### src/design/ers_pkg.sv
// Shared constants, codes and controller/datapath interface types of the elevator scheduler.
`default_nettype none

package ers_pkg;

  localparam int NUM_FLOORS = 6;

  localparam int FLOOR_W    = 3;
  localparam int DIR_W      = 2;
  localparam int OP_W       = 2;
  localparam int COUNT_W    = 3;
  localparam int IN_DATA_W  = 8;
  localparam int IN_USER_W  = OP_W;
  localparam int OUT_DATA_W = 16;

  localparam logic [OP_W-1:0] OP_REQUEST = 2'd0;
  localparam logic [OP_W-1:0] OP_FLOOR   = 2'd1;
  localparam logic [OP_W-1:0] OP_ARRIVE  = 2'd2;

  localparam logic [DIR_W-1:0] DIR_IDLE = 2'b00;
  localparam logic [DIR_W-1:0] DIR_UP   = 2'b01;
  localparam logic [DIR_W-1:0] DIR_BAD  = 2'b10;
  localparam logic [DIR_W-1:0] DIR_DN   = 2'b11;

  typedef struct packed {
    logic cap;       // capture the input transfer
    logic exec;      // apply the item to the request table
    logic sweep_rd;  // table read address comes from the sweep counter
    logic acc_en;    // sweep read data is valid this cycle
    logic decide;    // commit the next target and direction
    logic load_out;  // load the result register
  } ers_cmd_t;

  typedef struct packed {
    logic need_sel;  // the item calls for a new target search
  } ers_stat_t;

endpackage

`default_nettype wire

### src/design/ers_ctrl.sv
// Sequencing state machine of the elevator scheduler: accept, apply, floor sweep, decide, emit.
`default_nettype none

module ers_ctrl #(
  parameter int FLOORS = ers_pkg::NUM_FLOORS,
  localparam int IDX_W = (FLOORS > 1) ? $clog2(FLOORS) : 1
) (
  input  wire logic             clk,
  input  wire logic             rst_n,
  input  wire logic             in_tvalid,
  output logic                  in_tready,
  output logic                  out_tvalid,
  input  wire logic             out_tready,
  input  wire ers_pkg::ers_stat_t stat,
  output ers_pkg::ers_cmd_t     cmd,
  output logic [IDX_W-1:0]      sw_idx
);

  localparam logic [2:0] S_IDLE   = 3'd0;
  localparam logic [2:0] S_EXEC   = 3'd1;
  localparam logic [2:0] S_SWEEP  = 3'd2;
  localparam logic [2:0] S_DRAIN  = 3'd3;
  localparam logic [2:0] S_DECIDE = 3'd4;
  localparam logic [2:0] S_DONE   = 3'd5;

  logic [2:0]       state_r, state_nxt;
  logic [IDX_W-1:0] cnt_r, cnt_nxt;
  logic             acc_en_r;
  logic             out_valid_r, out_valid_nxt;
  logic             last_floor;

  assign last_floor = (cnt_r == IDX_W'(FLOORS - 1));
  assign in_tready  = (state_r == S_IDLE);
  assign out_tvalid = out_valid_r;
  assign sw_idx     = cnt_r;

  always_comb begin
    cmd.cap      = in_tvalid && in_tready;
    cmd.exec     = (state_r == S_EXEC);
    cmd.sweep_rd = (state_r == S_SWEEP);
    cmd.acc_en   = acc_en_r;
    cmd.decide   = (state_r == S_DECIDE);
    cmd.load_out = (state_r == S_DONE) && (!out_valid_r || out_tready);
  end

  always_comb begin
    state_nxt = state_r;
    cnt_nxt   = cnt_r;
    case (state_r)
      S_IDLE: begin
        if (in_tvalid) state_nxt = S_EXEC;
      end
      S_EXEC: begin
        cnt_nxt   = '0;
        state_nxt = stat.need_sel ? S_SWEEP : S_DONE;
      end
      S_SWEEP: begin
        cnt_nxt = cnt_r + IDX_W'(1);
        if (last_floor) state_nxt = S_DRAIN;
      end
      S_DRAIN:  state_nxt = S_DECIDE;
      S_DECIDE: state_nxt = S_DONE;
      S_DONE: begin
        if (cmd.load_out) state_nxt = S_IDLE;
      end
      default: state_nxt = S_IDLE;
    endcase
  end

  always_comb begin
    out_valid_nxt = out_valid_r;
    if (out_valid_r && out_tready) out_valid_nxt = 1'b0;
    if (cmd.load_out) out_valid_nxt = 1'b1;
  end

  always_ff @(posedge clk) begin
    if (!rst_n) begin
      state_r     <= S_IDLE;
      cnt_r       <= '0;
      acc_en_r    <= 1'b0;
      out_valid_r <= 1'b0;
    end else begin
      state_r     <= state_nxt;
      cnt_r       <= cnt_nxt;
      acc_en_r    <= (state_r == S_SWEEP);
      out_valid_r <= out_valid_nxt;
    end
  end

`ifndef NO_ASSERTIONS
  a_accept_exec: assert property (@(posedge clk) disable iff (!rst_n)
    (in_tvalid && in_tready) |=> (state_r == S_EXEC))
    else $error("accepted item did not enter execution");
`endif

endmodule

`default_nettype wire

### src/design/ers_dpath.sv
// Request table, car state, sweep accumulators and result register of the elevator scheduler.
`default_nettype none

module ers_dpath #(
  parameter int FLOORS = ers_pkg::NUM_FLOORS,
  localparam int IDX_W = (FLOORS > 1) ? $clog2(FLOORS) : 1,
  localparam int CNT_W = $clog2(FLOORS + 1)
) (
  input  wire logic                           clk,
  input  wire logic                           rst_n,
  input  wire logic [ers_pkg::IN_DATA_W-1:0]  in_tdata,
  input  wire logic [ers_pkg::IN_USER_W-1:0]  in_tuser,
  input  wire ers_pkg::ers_cmd_t              cmd,
  input  wire logic [IDX_W-1:0]               sw_idx,
  output ers_pkg::ers_stat_t                  stat,
  output logic [ers_pkg::OUT_DATA_W-1:0]      out_tdata
);

  localparam int FW = ers_pkg::FLOOR_W;
  localparam int DW = ers_pkg::DIR_W;

  // captured item
  logic [ers_pkg::OP_W-1:0] op_r;
  logic [FW-1:0]            fl_r;
  logic [DW-1:0]            rdir_r;
  logic                     hold_r;

  // car state
  logic [FLOORS-1:0] pend_r, pend_nxt;
  logic [CNT_W-1:0]  cnt_r, cnt_nxt;
  logic [FW-1:0]     cur_r, cur_nxt;
  logic [DW-1:0]     dir_r, dir_nxt;
  logic [FW-1:0]     tgt_r, tgt_nxt;
  logic              served_r;

  // wanted-direction table
  logic [DW-1:0]    dir_mem [FLOORS];
  logic [DW-1:0]    rd_data_r;
  logic [IDX_W-1:0] rd_idx_r;
  logic [IDX_W-1:0] rd_addr;
  logic [IDX_W-1:0] in_idx;
  logic [FW-1:0]    in_fl;
  logic             mem_we;
  logic [DW-1:0]    wr_data;

  // sweep accumulators
  logic          any_v, up_any, k2_v, up_near_v, dn_near_v, dn_low_v;
  logic [FW-1:0] hi, k1, k2, up_near, up_high, dn_near, dn_low;

  logic             fl_ok;
  logic [IDX_W-1:0] fl_idx, cur_idx;
  logic             pend_set, pend_clr, cur_ld, tgt_clr, srv;
  logic [31:0]      s_int, cur_int;
  logic [FW-1:0]    s_fl;
  logic             s_pend;

  logic [FW-1:0] k2_eff, up_tgt, dn_tgt;
  logic [FW:0]   k_sum, cur_twice;
  logic [DW-1:0] dir0, dec_dir;
  logic [FW-1:0] dec_tgt;

  assign in_fl   = in_tdata[FW-1:0];
  assign in_idx  = ((in_fl != '0) && (32'(in_fl) <= FLOORS)) ? IDX_W'(in_fl - FW'(1)) : '0;
  assign rd_addr = cmd.sweep_rd ? sw_idx : in_idx;

  assign fl_ok   = (fl_r != '0) && (32'(fl_r) <= FLOORS);
  assign fl_idx  = IDX_W'(fl_r - FW'(1));
  assign cur_idx = IDX_W'(cur_r - FW'(1));

  always_ff @(posedge clk) begin
    if (cmd.cap) begin
      op_r   <= in_tuser;
      fl_r   <= in_tdata[FW-1:0];
      rdir_r <= in_tdata[FW+DW-1:FW];
      hold_r <= in_tdata[FW+DW];
    end
  end

  always_ff @(posedge clk) begin
    if (mem_we) dir_mem[fl_idx] <= wr_data;
    rd_data_r <= dir_mem[rd_addr];
    rd_idx_r  <= rd_addr;
  end

  // apply the item
  always_comb begin
    pend_set     = 1'b0;
    pend_clr     = 1'b0;
    mem_we       = 1'b0;
    wr_data      = rdir_r;
    cur_ld       = 1'b0;
    tgt_clr      = 1'b0;
    srv          = 1'b0;
    stat.need_sel = 1'b0;
    if (cmd.exec) begin
      case (op_r)
        ers_pkg::OP_REQUEST: begin
          if (fl_ok && (rdir_r != ers_pkg::DIR_BAD)) begin
            if (pend_r[fl_idx]) begin
              // merge: car call or opposite hall call drops the wanted direction
              if ((rdir_r == ers_pkg::DIR_IDLE) || (DW'(rd_data_r + rdir_r) == '0)) begin
                mem_we  = 1'b1;
                wr_data = ers_pkg::DIR_IDLE;
              end
            end else if (!((cur_r == fl_r) && (dir_r == ers_pkg::DIR_IDLE))) begin
              pend_set      = 1'b1;
              mem_we        = 1'b1;
              stat.need_sel = !hold_r;
            end
          end
        end
        ers_pkg::OP_FLOOR: begin
          cur_ld = fl_ok;
        end
        ers_pkg::OP_ARRIVE: begin
          if ((cnt_r != '0) && (cur_r == tgt_r)) begin
            pend_clr      = 1'b1;
            tgt_clr       = 1'b1;
            srv           = 1'b1;
            stat.need_sel = 1'b1;
          end
        end
        default: ;
      endcase
    end
  end

  // next target from the sweep results
  always_comb begin
    k2_eff    = k2_v ? k2 : hi;
    k_sum     = {1'b0, k1} + {1'b0, k2_eff};
    cur_twice = {cur_r, 1'b0};
    up_tgt    = up_near_v ? up_near : up_high;
    dn_tgt    = dn_near_v ? dn_near : dn_low;
    if (dir_r == ers_pkg::DIR_IDLE) begin
      dir0 = (cur_twice > k_sum) ? ers_pkg::DIR_UP : ers_pkg::DIR_DN;
    end else begin
      dir0 = dir_r;
    end
    dec_dir = ers_pkg::DIR_IDLE;
    dec_tgt = '0;
    if (any_v) begin
      if (dir0 == ers_pkg::DIR_UP) begin
        if (up_any) begin
          dec_dir = ers_pkg::DIR_UP;
          dec_tgt = up_tgt;
        end else if (dn_low_v) begin
          dec_dir = ers_pkg::DIR_DN;
          dec_tgt = dn_tgt;
        end
      end else begin
        if (dn_low_v) begin
          dec_dir = ers_pkg::DIR_DN;
          dec_tgt = dn_tgt;
        end else if (up_any) begin
          dec_dir = ers_pkg::DIR_UP;
          dec_tgt = up_tgt;
        end
      end
    end
  end

  always_comb begin
    pend_nxt = pend_r;
    if (pend_set) pend_nxt[fl_idx] = 1'b1;
    if (pend_clr) pend_nxt[cur_idx] = 1'b0;
    cnt_nxt = cnt_r;
    if (pend_set) cnt_nxt = cnt_r + CNT_W'(1);
    if (pend_clr) cnt_nxt = cnt_r - CNT_W'(1);
    cur_nxt = cur_ld ? fl_r : cur_r;
    tgt_nxt = tgt_r;
    dir_nxt = dir_r;
    if (tgt_clr) tgt_nxt = '0;
    if (cmd.decide) begin
      tgt_nxt = dec_tgt;
      dir_nxt = dec_dir;
    end
  end

  always_ff @(posedge clk) begin
    if (!rst_n) begin
      pend_r <= '0;
      cnt_r  <= '0;
      cur_r  <= FW'(1);
      dir_r  <= ers_pkg::DIR_IDLE;
      tgt_r  <= '0;
    end else begin
      pend_r <= pend_nxt;
      cnt_r  <= cnt_nxt;
      cur_r  <= cur_nxt;
      dir_r  <= dir_nxt;
      tgt_r  <= tgt_nxt;
    end
  end

  always_ff @(posedge clk) begin
    if (cmd.cap) served_r <= 1'b0;
    else if (srv) served_r <= 1'b1;
  end

  // one floor per cycle, lowest first
  assign s_int   = 32'(rd_idx_r) + 32'd1;
  assign cur_int = 32'(cur_r);
  assign s_fl    = FW'(s_int);
  assign s_pend  = pend_r[rd_idx_r];

  always_ff @(posedge clk) begin
    if (cmd.exec) begin
      any_v     <= 1'b0;
      up_any    <= 1'b0;
      k2_v      <= 1'b0;
      up_near_v <= 1'b0;
      dn_near_v <= 1'b0;
      dn_low_v  <= 1'b0;
      k1        <= FW'(1);
    end else if (cmd.acc_en && s_pend) begin
      any_v <= 1'b1;
      hi    <= s_fl;
      if (s_int < cur_int) begin
        if (rd_data_r == ers_pkg::DIR_UP) k1 <= s_fl;
        if (rd_data_r != ers_pkg::DIR_UP) begin
          dn_near_v <= 1'b1;
          dn_near   <= s_fl;
        end
        if (!dn_low_v) begin
          dn_low_v <= 1'b1;
          dn_low   <= s_fl;
        end
      end else if (s_int > cur_int) begin
        if ((rd_data_r == ers_pkg::DIR_DN) && !k2_v) begin
          k2_v <= 1'b1;
          k2   <= s_fl;
        end
        if ((rd_data_r != ers_pkg::DIR_DN) && !up_near_v) begin
          up_near_v <= 1'b1;
          up_near   <= s_fl;
        end
        up_any  <= 1'b1;
        up_high <= s_fl;
      end
    end
  end

  always_ff @(posedge clk) begin
    if (cmd.load_out) begin
      out_tdata <= {4'b0000, served_r, ers_pkg::COUNT_W'(cnt_r), cur_r, dir_r, tgt_r};
    end
  end

`ifndef NO_ASSERTIONS
  a_count: assert property (@(posedge clk) disable iff (!rst_n)
    cnt_r == CNT_W'($countones(pend_r)))
    else $error("pending count out of step with the request table");
  a_target_pending: assert property (@(posedge clk) disable iff (!rst_n)
    (tgt_r != '0) |-> pend_r[IDX_W'(tgt_r - FW'(1))])
    else $error("target floor has no pending request");
  a_idle_no_target: assert property (@(posedge clk) disable iff (!rst_n)
    (dir_r == ers_pkg::DIR_IDLE) |-> (tgt_r == '0))
    else $error("idle car holds a target");
  a_car_floor: assert property (@(posedge clk) disable iff (!rst_n)
    cur_r != '0)
    else $error("car floor is zero");
`endif

endmodule

`default_nettype wire

### src/design/elevator_request_scheduler_core.sv
// Top level of the elevator request scheduler: controller and datapath.
`default_nettype none

// Collective SCAN control of one car over FLOORS floors. Each input transfer is a new
// request, a floor-reached update or an arrival check (selected by in_tuser) and yields
// exactly one result transfer with the target, travel direction, car floor, pending
// count and a served flag. Floor updates, requests that need no new target and arrival
// checks that find nothing go from the apply step straight to the result load; requests
// and arrivals that retarget first run a sweep that reads the wanted-direction table one
// floor per cycle through its single read port, then a drain and a decide step. One item
// is in flight at a time; the next input is taken the cycle after the result is loaded,
// while that result waits in the output register. A result that is not taken holds the
// controller before the load.
module elevator_request_scheduler_core #(
  parameter int FLOORS = ers_pkg::NUM_FLOORS
) (
  input  wire logic                           clk,
  input  wire logic                           rst_n,
  input  wire logic                           in_tvalid,
  output logic                                in_tready,
  // [2:0] req_floor, [4:3] req_dir, [5] door_hold, [7:6] zero
  input  wire logic [ers_pkg::IN_DATA_W-1:0]  in_tdata,
  // [1:0] op
  input  wire logic [ers_pkg::IN_USER_W-1:0]  in_tuser,
  output logic                                out_tvalid,
  input  wire logic                           out_tready,
  // [2:0] target, [4:3] travel_dir, [7:5] car_floor, [10:8] pending_count,
  // [11] served, [15:12] zero
  output logic [ers_pkg::OUT_DATA_W-1:0]      out_tdata
);

  localparam int IDX_W = (FLOORS > 1) ? $clog2(FLOORS) : 1;

  ers_pkg::ers_cmd_t  cmd;
  ers_pkg::ers_stat_t stat;
  logic [IDX_W-1:0]   sw_idx;

  ers_ctrl #(
    .FLOORS(FLOORS)
  ) u_ctrl (
    .clk       (clk),
    .rst_n     (rst_n),
    .in_tvalid (in_tvalid),
    .in_tready (in_tready),
    .out_tvalid(out_tvalid),
    .out_tready(out_tready),
    .stat      (stat),
    .cmd       (cmd),
    .sw_idx    (sw_idx)
  );

  ers_dpath #(
    .FLOORS(FLOORS)
  ) u_dpath (
    .clk      (clk),
    .rst_n    (rst_n),
    .in_tdata (in_tdata),
    .in_tuser (in_tuser),
    .cmd      (cmd),
    .sw_idx   (sw_idx),
    .stat     (stat),
    .out_tdata(out_tdata)
  );

endmodule

`default_nettype wire

### config.mk
export PLATFORM = sky130hd
export DESIGN_NAME = elevator_request_scheduler_core
export DESIGN_NICKNAME = d
export VERILOG_FILES = /design/src/design/ers_pkg.sv /design/src/design/ers_ctrl.sv /design/src/design/ers_dpath.sv /design/src/design/elevator_request_scheduler_core.sv
export SDC_FILE = /design/constraint.sdc
export NUM_CORES = 1
export LEC_CHECK = 0
export ABC_CLOCK_PERIOD_IN_PS = 4850
export BUFFER_PORTS_ARGS = -buffer_cell sky130_fd_sc_hd__buf_2
export CAP_MARGIN = 0
export CORE_ASPECT_RATIO = 1.2
export CORE_MARGIN = 4
export CORE_UTILIZATION = 60
export CTS_BUF_LIST = sky130_fd_sc_hd__clkbuf_16
export DETAILED_ROUTE_END_ITERATION = 10
export GPL_TIMING_DRIVEN = 0
export PLACE_DENSITY = 0.83
export SKIP_LAST_GASP = 1
export SYNTH_ARGS = -nofsm -noshare
export SYNTH_HDL_FRONTEND = slang
export SYNTH_SLANG_ARGS = --single-unit
### constraint.sdc
create_clock -name clk -period 4.85 [get_ports clk]
set_clock_uncertainty 0.15 [all_clocks]
set_input_delay 0.7275 -clock clk [delete_from_list [all_inputs] [get_ports clk]]
set_output_delay 0.7275 -clock clk [all_outputs]
set_load 0.01 [all_outputs]
### After elaboration in Yosys (flattened, before gate mapping)

Memories as Yosys holds them, arrays and structs flattened. A register that Yosys moved wholly into a read port is not among the register bits.
Cells that the tools add are included.

| word-level totals | value |
|---|---|
| memory bits (writable) | 12 |
| input port bits | 14 |
| output and inout port bits | 18 |
| word-level logic and storage cells | 186 |
| memories kept | 1 |
| register bits | 76 |

Memory list:

| memory | words | bits a word | rd ports | clocked after Yosys merged registers in | wr ports | line | source |
|---|---|---|---|---|---|---|---|
| u_dpath.dir_mem | 6 | 2 | 1 | 1 | 1 | ers_dpath.sv:37 | `logic [DW-1:0] dir_mem [FLOORS];` |

| cells by class | value |
|---|---|
| reductions and logical operators | 44 |
| bitwise gates (word level) | 6 |
| order comparisons | 10 |
| add/sub/neg operators | 9 |
| equal/unequal tests | 19 |
| muxes and demuxes | 68 |

Operator list:

| kind | number |
|---|---|
| 2-to-1 mux 3 bit | 19 |
| > comparator 32 x 3 -> 1 bit | 1 |
| < comparator 32 x 3 -> 1 bit | 1 |
| 2-to-1 mux 1 bit | 28 |
| 2-to-1 mux 2 bit | 12 |
| AND reduction 4 bit | 5 |
| one-hot mux 3 bit (6 select lines) | 1 |
| logical AND 1 bit | 13 |
| < comparator 3 x 4 -> 1 bit (second input constant) | 3 |
| 2-to-1 mux 6 bit | 2 |
| AND reduction 3 bit | 4 |
| subtractor 3 x 1 -> 3 bit (second input constant) | 4 |
| != test 2 bit (second input constant) | 5 |
| AND reduction 5 bit | 2 |
| == test 3 bit (second input constant) | 3 |
| nonzero test 3 bit | 3 |
| logical NOT 2 bit | 4 |
| nonzero test 2 bit | 4 |
| adder 3 x 1 -> 3 bit (second input constant) | 2 |
| bitwise AND 6 bit | 1 |
| binary-select mux 1 bit (select 3 bit) | 2 |
| demux 1 bit (select 3 bit) | 2 |
| == test 2 x 1 -> 1 bit (second input constant) | 3 |
| == test 3 x 2 -> 1 bit (second input constant) | 2 |
| 19 further kinds | 30 |

### Depth between registers and ports, before layout

Gate-level depths: netlist of run 1.

| depth | value |
|---|---|
| word-level depth | 10 |
| gate-level depth with buffers | 10 |
| gate-level depth less buffers | 10 |

### By module

From an unflattened synthesis of run 1, not the netlist that was laid out.

| unflattened totals | value |
|---|---|
| cells, all modules | 391 |
| area, all modules | 4,484.3 µm² |

Modules (own cells, without submodules):

| module | times used | area each (µm²) | cells each | seq. area each (µm²) |
|---|---|---|---|---|
| ers_dpath | 1 | 3,983.8 | 335 | 2,142.1 |
| ers_ctrl | 1 | 500.5 | 56 | 160.2 |

### Worst setup path after synthesis of run 1

Ideal clock, no wire load.

| timing path | value |
|---|---|
| path type | reg-to-reg |
| from | reg u_dpath.k2_v |
| to | reg u_dpath.tgt_r[0] |
| path slack | 1.868 ns |
| data arrival time | 2.712 ns |
| setup time | 0.120 ns |
| period minus slack after synthesis | 2.982 ns |
| cell stages (with the launch flop) | 11 |
| data required time | 4.580 ns |
| path buffers | 0 |
| path through | dfxtp_1 mux2_2 ha_1 fa_1 xnor2_1 ha_1 a21o_1 a21oi_1 o41a_1 and3_1 o31a_1 |

| on the way | value |
|---|---|
| cells in the longest elaborated chain, start to end | 9 |

RTL lines:

| element | line | source |
|---|---|---|
| from (decl) | ers_dpath.sv:47 | `logic any_v, up_any, k2_v, up_near_v, dn_near_v, dn_low_v;` |
| from (signal assigned) | ers_dpath.sv:211 | `k2_v <= 1'b0;` |
| from (signal assigned) | ers_dpath.sv:231 | `k2_v <= 1'b1;` |
| 2-to-1 mux 3 bit | ers_dpath.sv:130 | `k2_eff = k2_v ? k2 : hi;` |
| adder 3 x 3 -> 4 bit | ers_dpath.sv:131 | `k_sum = {1'b0, k1} + {1'b0, k2_eff};` |
| > comparator 4 bit | ers_dpath.sv:136 | `dir0 = (cur_twice > k_sum) ? ers_pkg::DIR_UP : ers_pkg::DIR_DN;` |
| 2-to-1 mux 2 bit | ers_dpath.sv:136 |  |
| 2-to-1 mux 2 bit | ers_dpath.sv:135 | `if (dir_r == ers_pkg::DIR_IDLE) begin` |
| == test 2 x 1 -> 1 bit | ers_dpath.sv:143 | `if (dir0 == ers_pkg::DIR_UP) begin` |
| 2-to-1 mux 3 bit | ers_dpath.sv:143 |  |
| 2-to-1 mux 3 bit | ers_dpath.sv:142 | `if (any_v) begin` |
| 2-to-1 mux 3 bit | ers_dpath.sv:174 | `if (cmd.decide) begin` |
| to (signal assigned) | ers_dpath.sv:192 | `tgt_r <= tgt_nxt;` |
| to (decl) | ers_dpath.sv:33 | `logic [FW-1:0] tgt_r, tgt_nxt;` |

No other way between the ends.
A chain may end at the register's enable or synchronous reset.

### Worst setup path in the final report of run 1

| timing path | value |
|---|---|
| from | reg u_dpath.fl_r[0] |
| to | mem u_dpath.dir_mem[0][1] in the netlist's numbering, enable pin |

| on the way | value |
|---|---|
| cells in the longest elaborated chain, start to end | 9 |
| elaborated cells on any way between the ends | 16 |
| those cells by class | add/sub: 1; order compare: 1; eq/ne: 1; mux: 9; reduce/logical: 4 |

RTL lines:

| element | line | source |
|---|---|---|
| from (decl) | ers_dpath.sv:24 | `logic [FW-1:0] fl_r;` |
| from (signal assigned) | ers_dpath.sv:73 | `fl_r <= in_tdata[FW-1:0];` |
| subtractor 3 x 1 -> 3 bit / == test 3 bit (equally long branches) | ers_dpath.sv:67, ers_dpath.sv:105 |  |
| binary-select mux 1 bit (select 3 bit) / logical AND 1 bit (equally long branches) | ers_dpath.sv:99, ers_dpath.sv:105 |  |
| 2-to-1 mux 1 bit (on tied branches) | ers_dpath.sv:99, ers_dpath.sv:105 |  |
| 2-to-1 mux 1 bit | ers_dpath.sv:99 | `if (pend_r[fl_idx]) begin` |
| 2-to-1 mux 1 bit | ers_dpath.sv:98 | `if (fl_ok && (rdir_r != ers_pkg::DIR_BAD)) begin` |
| 2-to-1 mux 1 bit | ers_dpath.sv:96 | `case (op_r)` |
| 2-to-1 mux 1 bit | ers_dpath.sv:95 | `if (cmd.exec) begin` |
| 2-to-1 mux 1 bit | ers_dpath.sv:80 | `if (mem_we) dir_mem[fl_idx] <= wr_data;` |
| 2-to-1 mux 1 bit (implied by the code) | ers_dpath.sv:80 |  |
| to (decl) | ers_dpath.sv:37 |  |

Several ways; a longest one is shown, not always the timed one. The select of a mux whose other input is x is not followed.

==> impl_metrics.yaml, run 1 <==
detailed_routing:
  drtPass1Iterations: 5
  wl_um: 9300
  drc: 0
  wl_per_cell_um: 18.0
  via_per_inst: 6.12
  vias: 3169
  drt_iter0_drc: 242
  ant_nets: 0
grt:
  antenna_found_initial: 0
  grt_max_degree: 18
  grt_overflow: 0
  grt_pass1_wl_um: 15200
  grt_pass1_vias: 3134
  grt_util_all_layers_pct: 22.9
setup_path:
  critPathLaunchType: "flop"
  path_max_fanout: 10
  cp-end-kind: "flop"
  reg2reg_to: "u_dpath.dir_mem[0][1]"
  worst_r2r_path_depth: 7
  cp.arrival_ns: 3.21
  r2r-start: "u_dpath.fl_r[0]"
  cp.required_ns: 4.68
  critPathKind: "reg2reg"
  r2r_setup_slack_ns: 1.46
finish:
  diodes: 0
  syn2layout_area_growth_pct: 12.6
  drive_gt1_share_pct: 16.0
  layout.nets: 463
  largestRegisters: "u_dpath.dir_mem: 12 flops, u_dpath.out_tdata: 12 flops, u_dpath.pend_r: 6 flops"
min_path:
  hold_depth: 0
  hold-path-endpoint: "u_dpath.out_tdata[11]"
  hold_class: "reg2reg"
  min_from: "u_dpath.served_r"
die:
  placementRows: 33
  die_area_um2: 8690
  initial_core_util_pct: 62.8
  core_area_um2: 6940
  die_h_um: 101
  die_w_um: 85.8
  io_pins: 32
timing:
  min_period_over_period_pct: 69.8
  drv_slew: 0
  timing.hold.ws_ns: 0.289
  finalSetupTns_ns: 0
  rsz0062_at_grt: "false"
  setup_violations: 0
  tightest_slew_ns: 0.726
  hold_viol_final: 0
  max_freq_ghz: 0.295
  slew_headroom_pct: 51.3
  period_minus_slack_ns: 3.39
clock_tree:
  clock_sinks: 90
  post_cts_resized: 0
  clkLatencyLatePin_ns: 0.34
  clock_path_buffers: 2
  cts_buffers: 9
  htreeDepth: 3
  clk_pin_slew_worst_paths_ns: 0.07
  post-cts-setup-buffers: 0
  clock-root-buffer: "clkbuf_16"
  hold_buffers: 0
  tritoncts: "built"
synth:
  synth_edf_count: 50
  netlist_instances: 387
  yosys_warnings: 0
  syn-cell-area_um2: 4350
  synth_area_leaders: "edfxtp_1 (34%), dfxtp_1 (18%), ha_1 (6.0%), mux2i_1 (3.4%), nand2_1 (2.6%)"
  ys.flop_type: "edfxtp_1"
  synth.top_cell.area_share_pct: 34.5
  synth_seq_area_share_pct: 52.9
  synthArstFlopShare_pct: 0
  avgSynthCellArea_um2: 11.3
  synth_seq_cells: 90
  synth_cell_type_count: 57
  synth_top_cell_by_area: "edfxtp_1"
placement:
  post-dp-hpwl_um: 6820
  io_buffer_count: 25
  place.gp.congestion: 0.854
job:
  maxCapViolCount: 0
power_and_ir_drop:
  static-leakage-power_nw: 1.87
  powerDensity_nw_per_um2: 392
  ir_drop_mv: 0.245
outcome:
  outcome: "completed"
-- metrics by stage --
stage | setup WS (ns) | total power [mW] | utilization, % | instances | area, um^2
floorplan | 1.87 | 1.13 | - | 390 | 4370
global placement | 1.58 | 1.22 | 66.3 | 502 | 4600
detailed placement | 1.47 | 1.23 | 66.3 | 502 | 4600
CTS | 1.47 | 1.92 | 70.7 | 518 | 4900
global route | 1.18 | 2.00 | 70.7 | 518 | 4900
finish | 1.46 | 1.92 | 70.7 | 518 | 4900
-- worst max path at each step --
stage | startpoint | end | slack [ns] | cells after the start
floorplan | u_dpath.k2_v | u_dpath.tgt_r[0] | 1.87 | 10
global placement | u_dpath.fl_r[0] | u_dpath.dir_mem[0][0] | 1.58 | 7
detailed placement | u_dpath.fl_r[0] | u_dpath.dir_mem[0][1] | 1.47 | 7
CTS | u_dpath.fl_r[0] | u_dpath.dir_mem[0][1] | 1.47 | 7
global route | u_dpath.fl_r[0] | u_dpath.dir_mem[1][0] | 1.18 | 7
finish | u_dpath.fl_r[0] | u_dpath.dir_mem[0][1] | 1.46 | 7
-- final cells by class --
cell class | count | area (um^2)
flip-flops and latches | 90 | 2300
fillers | 509 | 2030
multi-input cells | 257 | 1870
clock buffers | 10 | 250
repair buffers | 25 | 125
plain buffers | 20 | 109
well taps | 87 | 109
inverters | 23 | 86.3
clock inverters | 6 | 55.1
-- critical path, stage by stage (launching register included) --
cell and delay (ns):
edfxtp_1 0.35, buf_6 0.15, clkinv_1 0.26, ha_1 0.46, mux4_2 0.34, a22oi_1 0.35
mux2i_1 0.41, nor4b_1 0.55
-- where the power goes --
group / total [mW] / internal, mW / switching [mW]
logic: 0.340 / 0.116 / 0.224
registers: 0.881 / 0.856 / 0.0251
clock network: 0.700 / 0.389 / 0.311
total: 1.92 / 1.36 / 0.560
-- synthesized netlist by cell type, drive strengths merged (7+ instances only) --
master  count
ha         21
and3        9
mux2i      15
nor3       14
a21oi      15
buf        10
dfxtp      40
nand2b      7
clkbuf     10
o21ai      14
mux2        7
nor2       17
nand2      30
inv        22
edfxtp     50
xnor2       9
-- routing by layer --
metal | GRT usage, % | vias up | share of wire [%]
met3 | 3.66 | 26 | 5.1
met4 | 13.2 | 0 | 3.8
li1 | - | 1508 | -
met2 | 39.1 | 122 | 51
met1 | 27.6 | 1513 | 40
met5 | 0 | - | 0
-- placed cells by master (no fill, tap or decap), drive strengths merged, types with 9 or more instances in the layout --
cell    count
a21oi      15
mux2i      15
edfxtp     50
ha         21
inv        26
nor2       17
clkbuf     20
and3        9
o21ai      14
nor3       14
dfxtp      40
buf        35
nand2      30
xnor2       9
-- kinds of logic (layout without fill, tap and decap cells) --
group	after synthesis	count (layout)	share of synthesized area (%)
other	1	4	0.0861
xor gates and xnor gates	15	15	3.02
and+or+nand+nor	122	122	15.1
adders and majority gates	23	23	6.95
AOI/OAI and AO/OA	69	69	11.1
muxes	24	24	6.29
buffers and inverters	43	84	4.48
DFF	90	90	52.9
No activity file was read; power rests on OpenSTA's default activity.
==> run 2, diff against run 1 <==
- ABC_AREA: not set -> 1
- ABC_CLOCK_PERIOD_IN_PS: 4850 -> 3400
- clock period: 4.85 -> 3.4 ns (I/O delays scaled with it)
==> run 2 against run 1 <==
Worst setup slack got worse by 0.99 ns. Sequential power grew 40%. Die area up 0.63%. Clock power is 36% higher. Via count is 3.7% higher. Count of clock-buffer cells in the layout decreased by 1. Register-to-register slack worse by 0.99 ns. Sequential share of layout area is 0.29 points lower.
==> impl_metrics.yaml, run 2 <==
outcome:
  outcome: "completed"
finish:
  mostFrequentLayoutCells: "nand2_1 (102), inv_1 (63), edfxtp_1 (50)"
  syn2layout_area_growth_pct: 12.6
  drive_gt1_share_pct: 14.5
  design_area_um2: 4930
  layout.nets: 549
  final_common_cell: "nand2_1"
  diodes: 0
  largestRegisters: "u_dpath.dir_mem: 12 flops, u_dpath.out_tdata: 12 flops, u_dpath.pend_r: 6 flops"
clock_tree:
  post-cts-setup-buffers: 0
  clock_sinks: 90
  tritoncts: "built"
  post_cts_resized: 0
  clock-root-buffer: "clkbuf_16"
  cts_buffers: 9
  htreeDepth: 3
  clk_pin_slew_worst_paths_ns: 0.07
  clkLatencyLatePin_ns: 0.35
  clock_path_buffers: 2
  hold_buffers: 0
synth:
  synth_seq_cells: 90
  synth_edf_count: 50
  netlist_instances: 472
  avgSynthCellArea_um2: 9.29
  ys.flop_type: "edfxtp_1"
  yosys_warnings: 0
  synth_top_cell_by_area: "edfxtp_1"
  yosys.area_share.simple_pct: 20.2
  synth_area_leaders: "edfxtp_1 (34%), dfxtp_1 (18%), nand2_1 (8.7%), ha_1 (6.0%), inv_1 (5.4%)"
  synthArstFlopShare_pct: 0
  synth_top_family_by_area: "simple AND/OR/NAND/NOR gates"
  yosys-top-cells-count: "nand2_1 (102), inv_1 (63), edfxtp_1 (50), dfxtp_1 (40), nor2_1 (37)"
  synth.top_cell.area_share_pct: 34.2
  synth_cell_type_count: 47
  synth_xor_area_share_pct: 1.40
  synth_most_common_cell: "nand2_1"
  synth_seq_area_share_pct: 52.5
  synthMuxAreaShare_pct: 1.46
  yosys.area_share.adder_pct: 6.91
  synth_compound_area_share_pct: 9.96
  syn-cell-area_um2: 4380
placement:
  place.gp.congestion: 0.863
  post-dp-hpwl_um: 6480
  io_buffer_count: 25
  dpl_cell_area_um2: 4640
power_and_ir_drop:
  static-leakage-power_nw: 2.16
  ir_drop_mv: 0.539
  powerDensity_nw_per_um2: 506
die:
  die_w_um: 86.0
  die_h_um: 102
  placementRows: 33
  die_area_um2: 8740
  core_area_um2: 6980
  io_pins: 32
  initial_core_util_pct: 62.8
grt:
  grt_max_degree: 19
  grt_util_all_layers_pct: 21.9
  grt_pass1_wl_um: 14700
  antenna_found_initial: 0
  grt_overflow: 0
  grt_pass1_vias: 3154
timing:
  rsz0062_at_grt: "false"
  min_period_over_period_pct: 86.0
  hold_viol_final: 0
  finalSetupTns_ns: 0
  period_minus_slack_ns: 2.92
  drv_slew: 0
  slew_headroom_pct: 22.4
  setup_violations: 0
  tightest_slew_ns: 1.15
  max_freq_ghz: 0.342
min_path:
  hold_class: "in2reg"
job:
  maxCapViolCount: 0
setup_path:
  cp.required_ns: 3.46
  path_max_fanout: 5
  critPathKind: "reg2reg"
  cp-end-kind: "flop"
  critPathLaunchType: "flop"
  cp.arrival_ns: 2.99
detailed_routing:
  drc: 0
  ant_nets: 0
  via_per_inst: 5.44
  drtPass1Iterations: 5
  wl_per_cell_um: 14.3
  vias: 3285
  wl_um: 8650
  drt_iter0_drc: 183
[run 2: cell type report]
class	count	area, um^2
flip-flops and latches	90	2300
fillers	523	2040
multi-input cells	306	1770
inverters	69	259
clock buffers	9	225
repair buffers	26	133
well taps	87	109
plain buffers	10	68.8
clock inverters	7	66.3
[run 2: path summary, 6_finish.rpt]
path / to / depth (start not counted) / startpoint / slack (ns)
worst min register to register: u_dpath.out_tdata[11] / 0 / u_dpath.served_r / 0.29
worst min-delay path: u_dpath.op_r[0] / 1 / in_tuser[0] / 0.19
worst max register to register: u_dpath.tgt_r[2] / 17 / u_dpath.k2_v / 0.48
worst max-delay path: u_dpath.tgt_r[2] / 17 / u_dpath.k2_v / 0.48
[run 2: logic make-up (layout without fill, tap and decap cells)]
logic type | count (synthesis) | count (layout)
compound gates | 69 | 69
other cells | 1 | 4
xor+xnor | 7 | 7
fa+ha+maj | 23 | 23
buf+inv | 79 | 121
mux | 6 | 6
simple gates | 197 | 197
flops | 90 | 90
[run 2: where the power goes]
part	switching, mW	leakage, nW	internal, mW
Sequential	0.0333	0.781	1.19
Combinational	0.210	1.24	0.105
Clock	0.438	0.145	0.517
Total	0.682	2.16	1.81
[run 2: stage by stage]
stage / power [mW] / std cells / worst slack, ns / util, % / hold slack, ns
floorplan: 1.47 / 475 / 0.874 / - / 0.258
global placement: 1.54 / 587 / 0.346 / 66.3 / 0.264
detailed placement: 1.56 / 588 / 0.491 / 66.5 / 0.271
CTS: 2.51 / 604 / 0.455 / 70.7 / 0.180
global route: 2.62 / 604 / 0.262 / 70.7 / 0.184
finish: 2.50 / 604 / 0.477 / 70.7 / 0.189
[run 2: per-layer routing]
metal / global-route usage [%] / part of all wire (%) / vias to the layer above
met5: 0 / 0 / -
met4: 11.1 / 3.0 / 0
met3: 4.96 / 5.0 / 22
met2: 38.4 / 51 / 88
met1: 25.0 / 41 / 1520
li1: - / - / 1655
[run 2: worst max-delay path: stages, from the launching register on]
cell,delay [ns]
dfxtp_1,0.40
inv_1,0.11
nand2_1,0.07
nand2_1,0.07
ha_1,0.22
fa_1,0.41
xnor2_1,0.21
ha_1,0.28
nand3_1,0.09
nand2_1,0.05
nand2_1,0.07
nand2_1,0.06
nand3_1,0.17
nand2_1,0.07
nand3_1,0.13
nor2_1,0.06
nor2_1,0.12
nor2_1,0.06
==> run 3, diff against run 2 <==
- ABC_AREA: 1 -> 0
- REMOVE_ABC_BUFFERS: not set -> 1
==> run 3 against run 2 <==
Global-route usage increased by 0.36 points. Total power up 9.2%. Critical endpoint is now u_dpath.tgt_r[0]. Register-to-register slack lost 0.35 ns. Count of clock-buffer cells in the layout is the same. First-iteration DRC count up 45%. Routed wire length is 6.0% higher. Die area shrank 0.63%. Critical path depth down 8. Fmax decreased by 11%.
==> impl_metrics.yaml, run 3 (synthesized netlist as in run 1, its figures left out) <==
timing:
  min_period_over_period_pct: 96.3
  timing.hold.ws_ns: 0.187
  max_freq_ghz: 0.305
  drv_slew: 0
  hold_viol_final: 0
  worst_slack_ns: 0.125
  setup_violations: 0
  slew_headroom_pct: 20.4
  tightest_slew_ns: 1.19
  rsz0062_at_grt: "false"
  period_minus_slack_ns: 3.27
detailed_routing:
  drc: 0
  drt_iter0_drc: 266
  ant_nets: 0
  via_per_inst: 6.20
  wl_per_cell_um: 18.3
  wl_um: 9170
  drtPass1Iterations: 5
  vias: 3099
setup_path:
  critPathKind: "reg2reg"
  cp.arrival_ns: 3.35
  crit_chain: "mux2_2 > ha_1 > fa_1 > xnor2_1 > ha_1 > and4b_1 > o41a_1 > and3_1 > o31a_1"
  critPathMaxStageDelay_ns: 0.48
  cp.required_ns: 3.48
  critPathLaunchType: "flop"
  cpMostUsedCell: "ha_1"
  path_max_fanout: 7
  critPathBufInv: 0
  cp_top_family: "adder cells"
  slowest_stage: "o41a_1"
  cp-end-kind: "flop"
clock_tree:
  hold_buffers: 0
  clock_sinks: 90
  clock-root-buffer: "clkbuf_16"
  tritoncts: "built"
  clk_pin_slew_worst_paths_ns: 0.06
  clock_path_buffers: 2
  clkLatencyLatePin_ns: 0.35
  cts_buffers: 9
  htreeDepth: 3
grt:
  grt_pass1_wl_um: 14800
  grt_util_all_layers_pct: 22.3
  grt_max_degree: 21
  grt_overflow: 0
  antenna_found_initial: 0
  grt_pass1_vias: 3099
placement:
  dp_slack_ns: -0.158
  io_buffer_count: 25
  place.gp.congestion: 0.853
  dpl.cell_count: 482
  post-dp-hpwl_um: 6520
die:
  core_area_um2: 6940
  die_area_um2: 8690
  die_w_um: 85.8
  placementRows: 33
  io_pins: 32
  initial_core_util_pct: 62.8
  die_h_um: 101
finish:
  layoutNonFillerInstCount: 500
  diodes: 0
  final_common_cell: "edfxtp_1"
  syn2layout_area_growth_pct: 11.2
  largestRegisters: "u_dpath.dir_mem: 12 flops, u_dpath.out_tdata: 12 flops, u_dpath.pend_r: 6 flops"
  drive_gt1_share_pct: 16.5
  mostFrequentLayoutCells: "edfxtp_1 (50), dfxtp_1 (39), nand2_1 (30)"
  layout.nets: 445
  fin_util_pct: 69.8
power_and_ir_drop:
  p_total_mw: 2.72
  static-leakage-power_nw: 1.82
  powerDensity_nw_per_um2: 563
  ir_drop_mv: 0.374
outcome:
  outcome: "completed"
job:
  maxCapViolCount: 0
min_path:
  hold_class: "in2reg"
==> run 3: layer usage <==
| layer | global-route usage, % | part of all wire [%] | vias up |
|---|---|---|---|
| li1 | - | - | 1473 |
| met1 | 25.6 | 40 | 1488 |
| met2 | 38.0 | 51 | 107 |
| met3 | 4.64 | 5.2 | 31 |
| met4 | 13.8 | 4.3 | 0 |
| met5 | 0 | 0 | - |
==> run 3: area by class of cell <==
class | instances | area [um^2]
Clock buffer | 9 | 225
Clock inverter | 7 | 77.6
Fill cell | 499 | 2090
Inverter | 23 | 87.6
Multi-Input combinational cell | 257 | 1900
Sequential cell | 90 | 2300
Tap cell | 87 | 109
Timing Repair Buffer | 27 | 140
==> run 3: repair_timing <==
action,4_1_cts,5_1_grt
setup buffers,0,2
setup endpoints to repair,4,8
gates resized for setup,3,4
pin swaps,0,1
==> run 3: path summary, 6_finish.rpt <==
path / startpoint / end / slack (ns) / cells past startpoint
max: u_dpath.k2_v / u_dpath.tgt_r[0] / 0.13 / 9
min: in_tdata[4] / u_dpath.rdir_r[1] / 0.19 / 1
max reg2reg: u_dpath.k2_v / u_dpath.tgt_r[0] / 0.13 / 9
min reg2reg: u_dpath.served_r / u_dpath.out_tdata[11] / 0.28 / 0
==> run 3: stage by stage <==
step,TNS [ns],instance area [um^2]
finish,0,4840
global route,0,4840
CTS,0,4810
detailed placement,-0.589,4500
global placement,-1.72,4490
floorplan,0,4260
==> run 3: worst reg2reg max path: cells and delay by family, from the launching register on <==
family | cells | cell delay (ns)
and+or+nand+nor | 2 | 0.42
xor gates and xnor gates | 1 | 0.20
DFF | 1 | 0.37
AOI/OAI and AO/OA | 2 | 0.73
muxes | 1 | 0.37
adders and majority gates | 3 | 0.91
==> run 3: report_power, final <==
group	internal [mW]	switching (mW)	total [mW]
Sequential	1.22	0.0672	1.29
Combinational	0.153	0.284	0.437
Clock	0.575	0.423	0.999
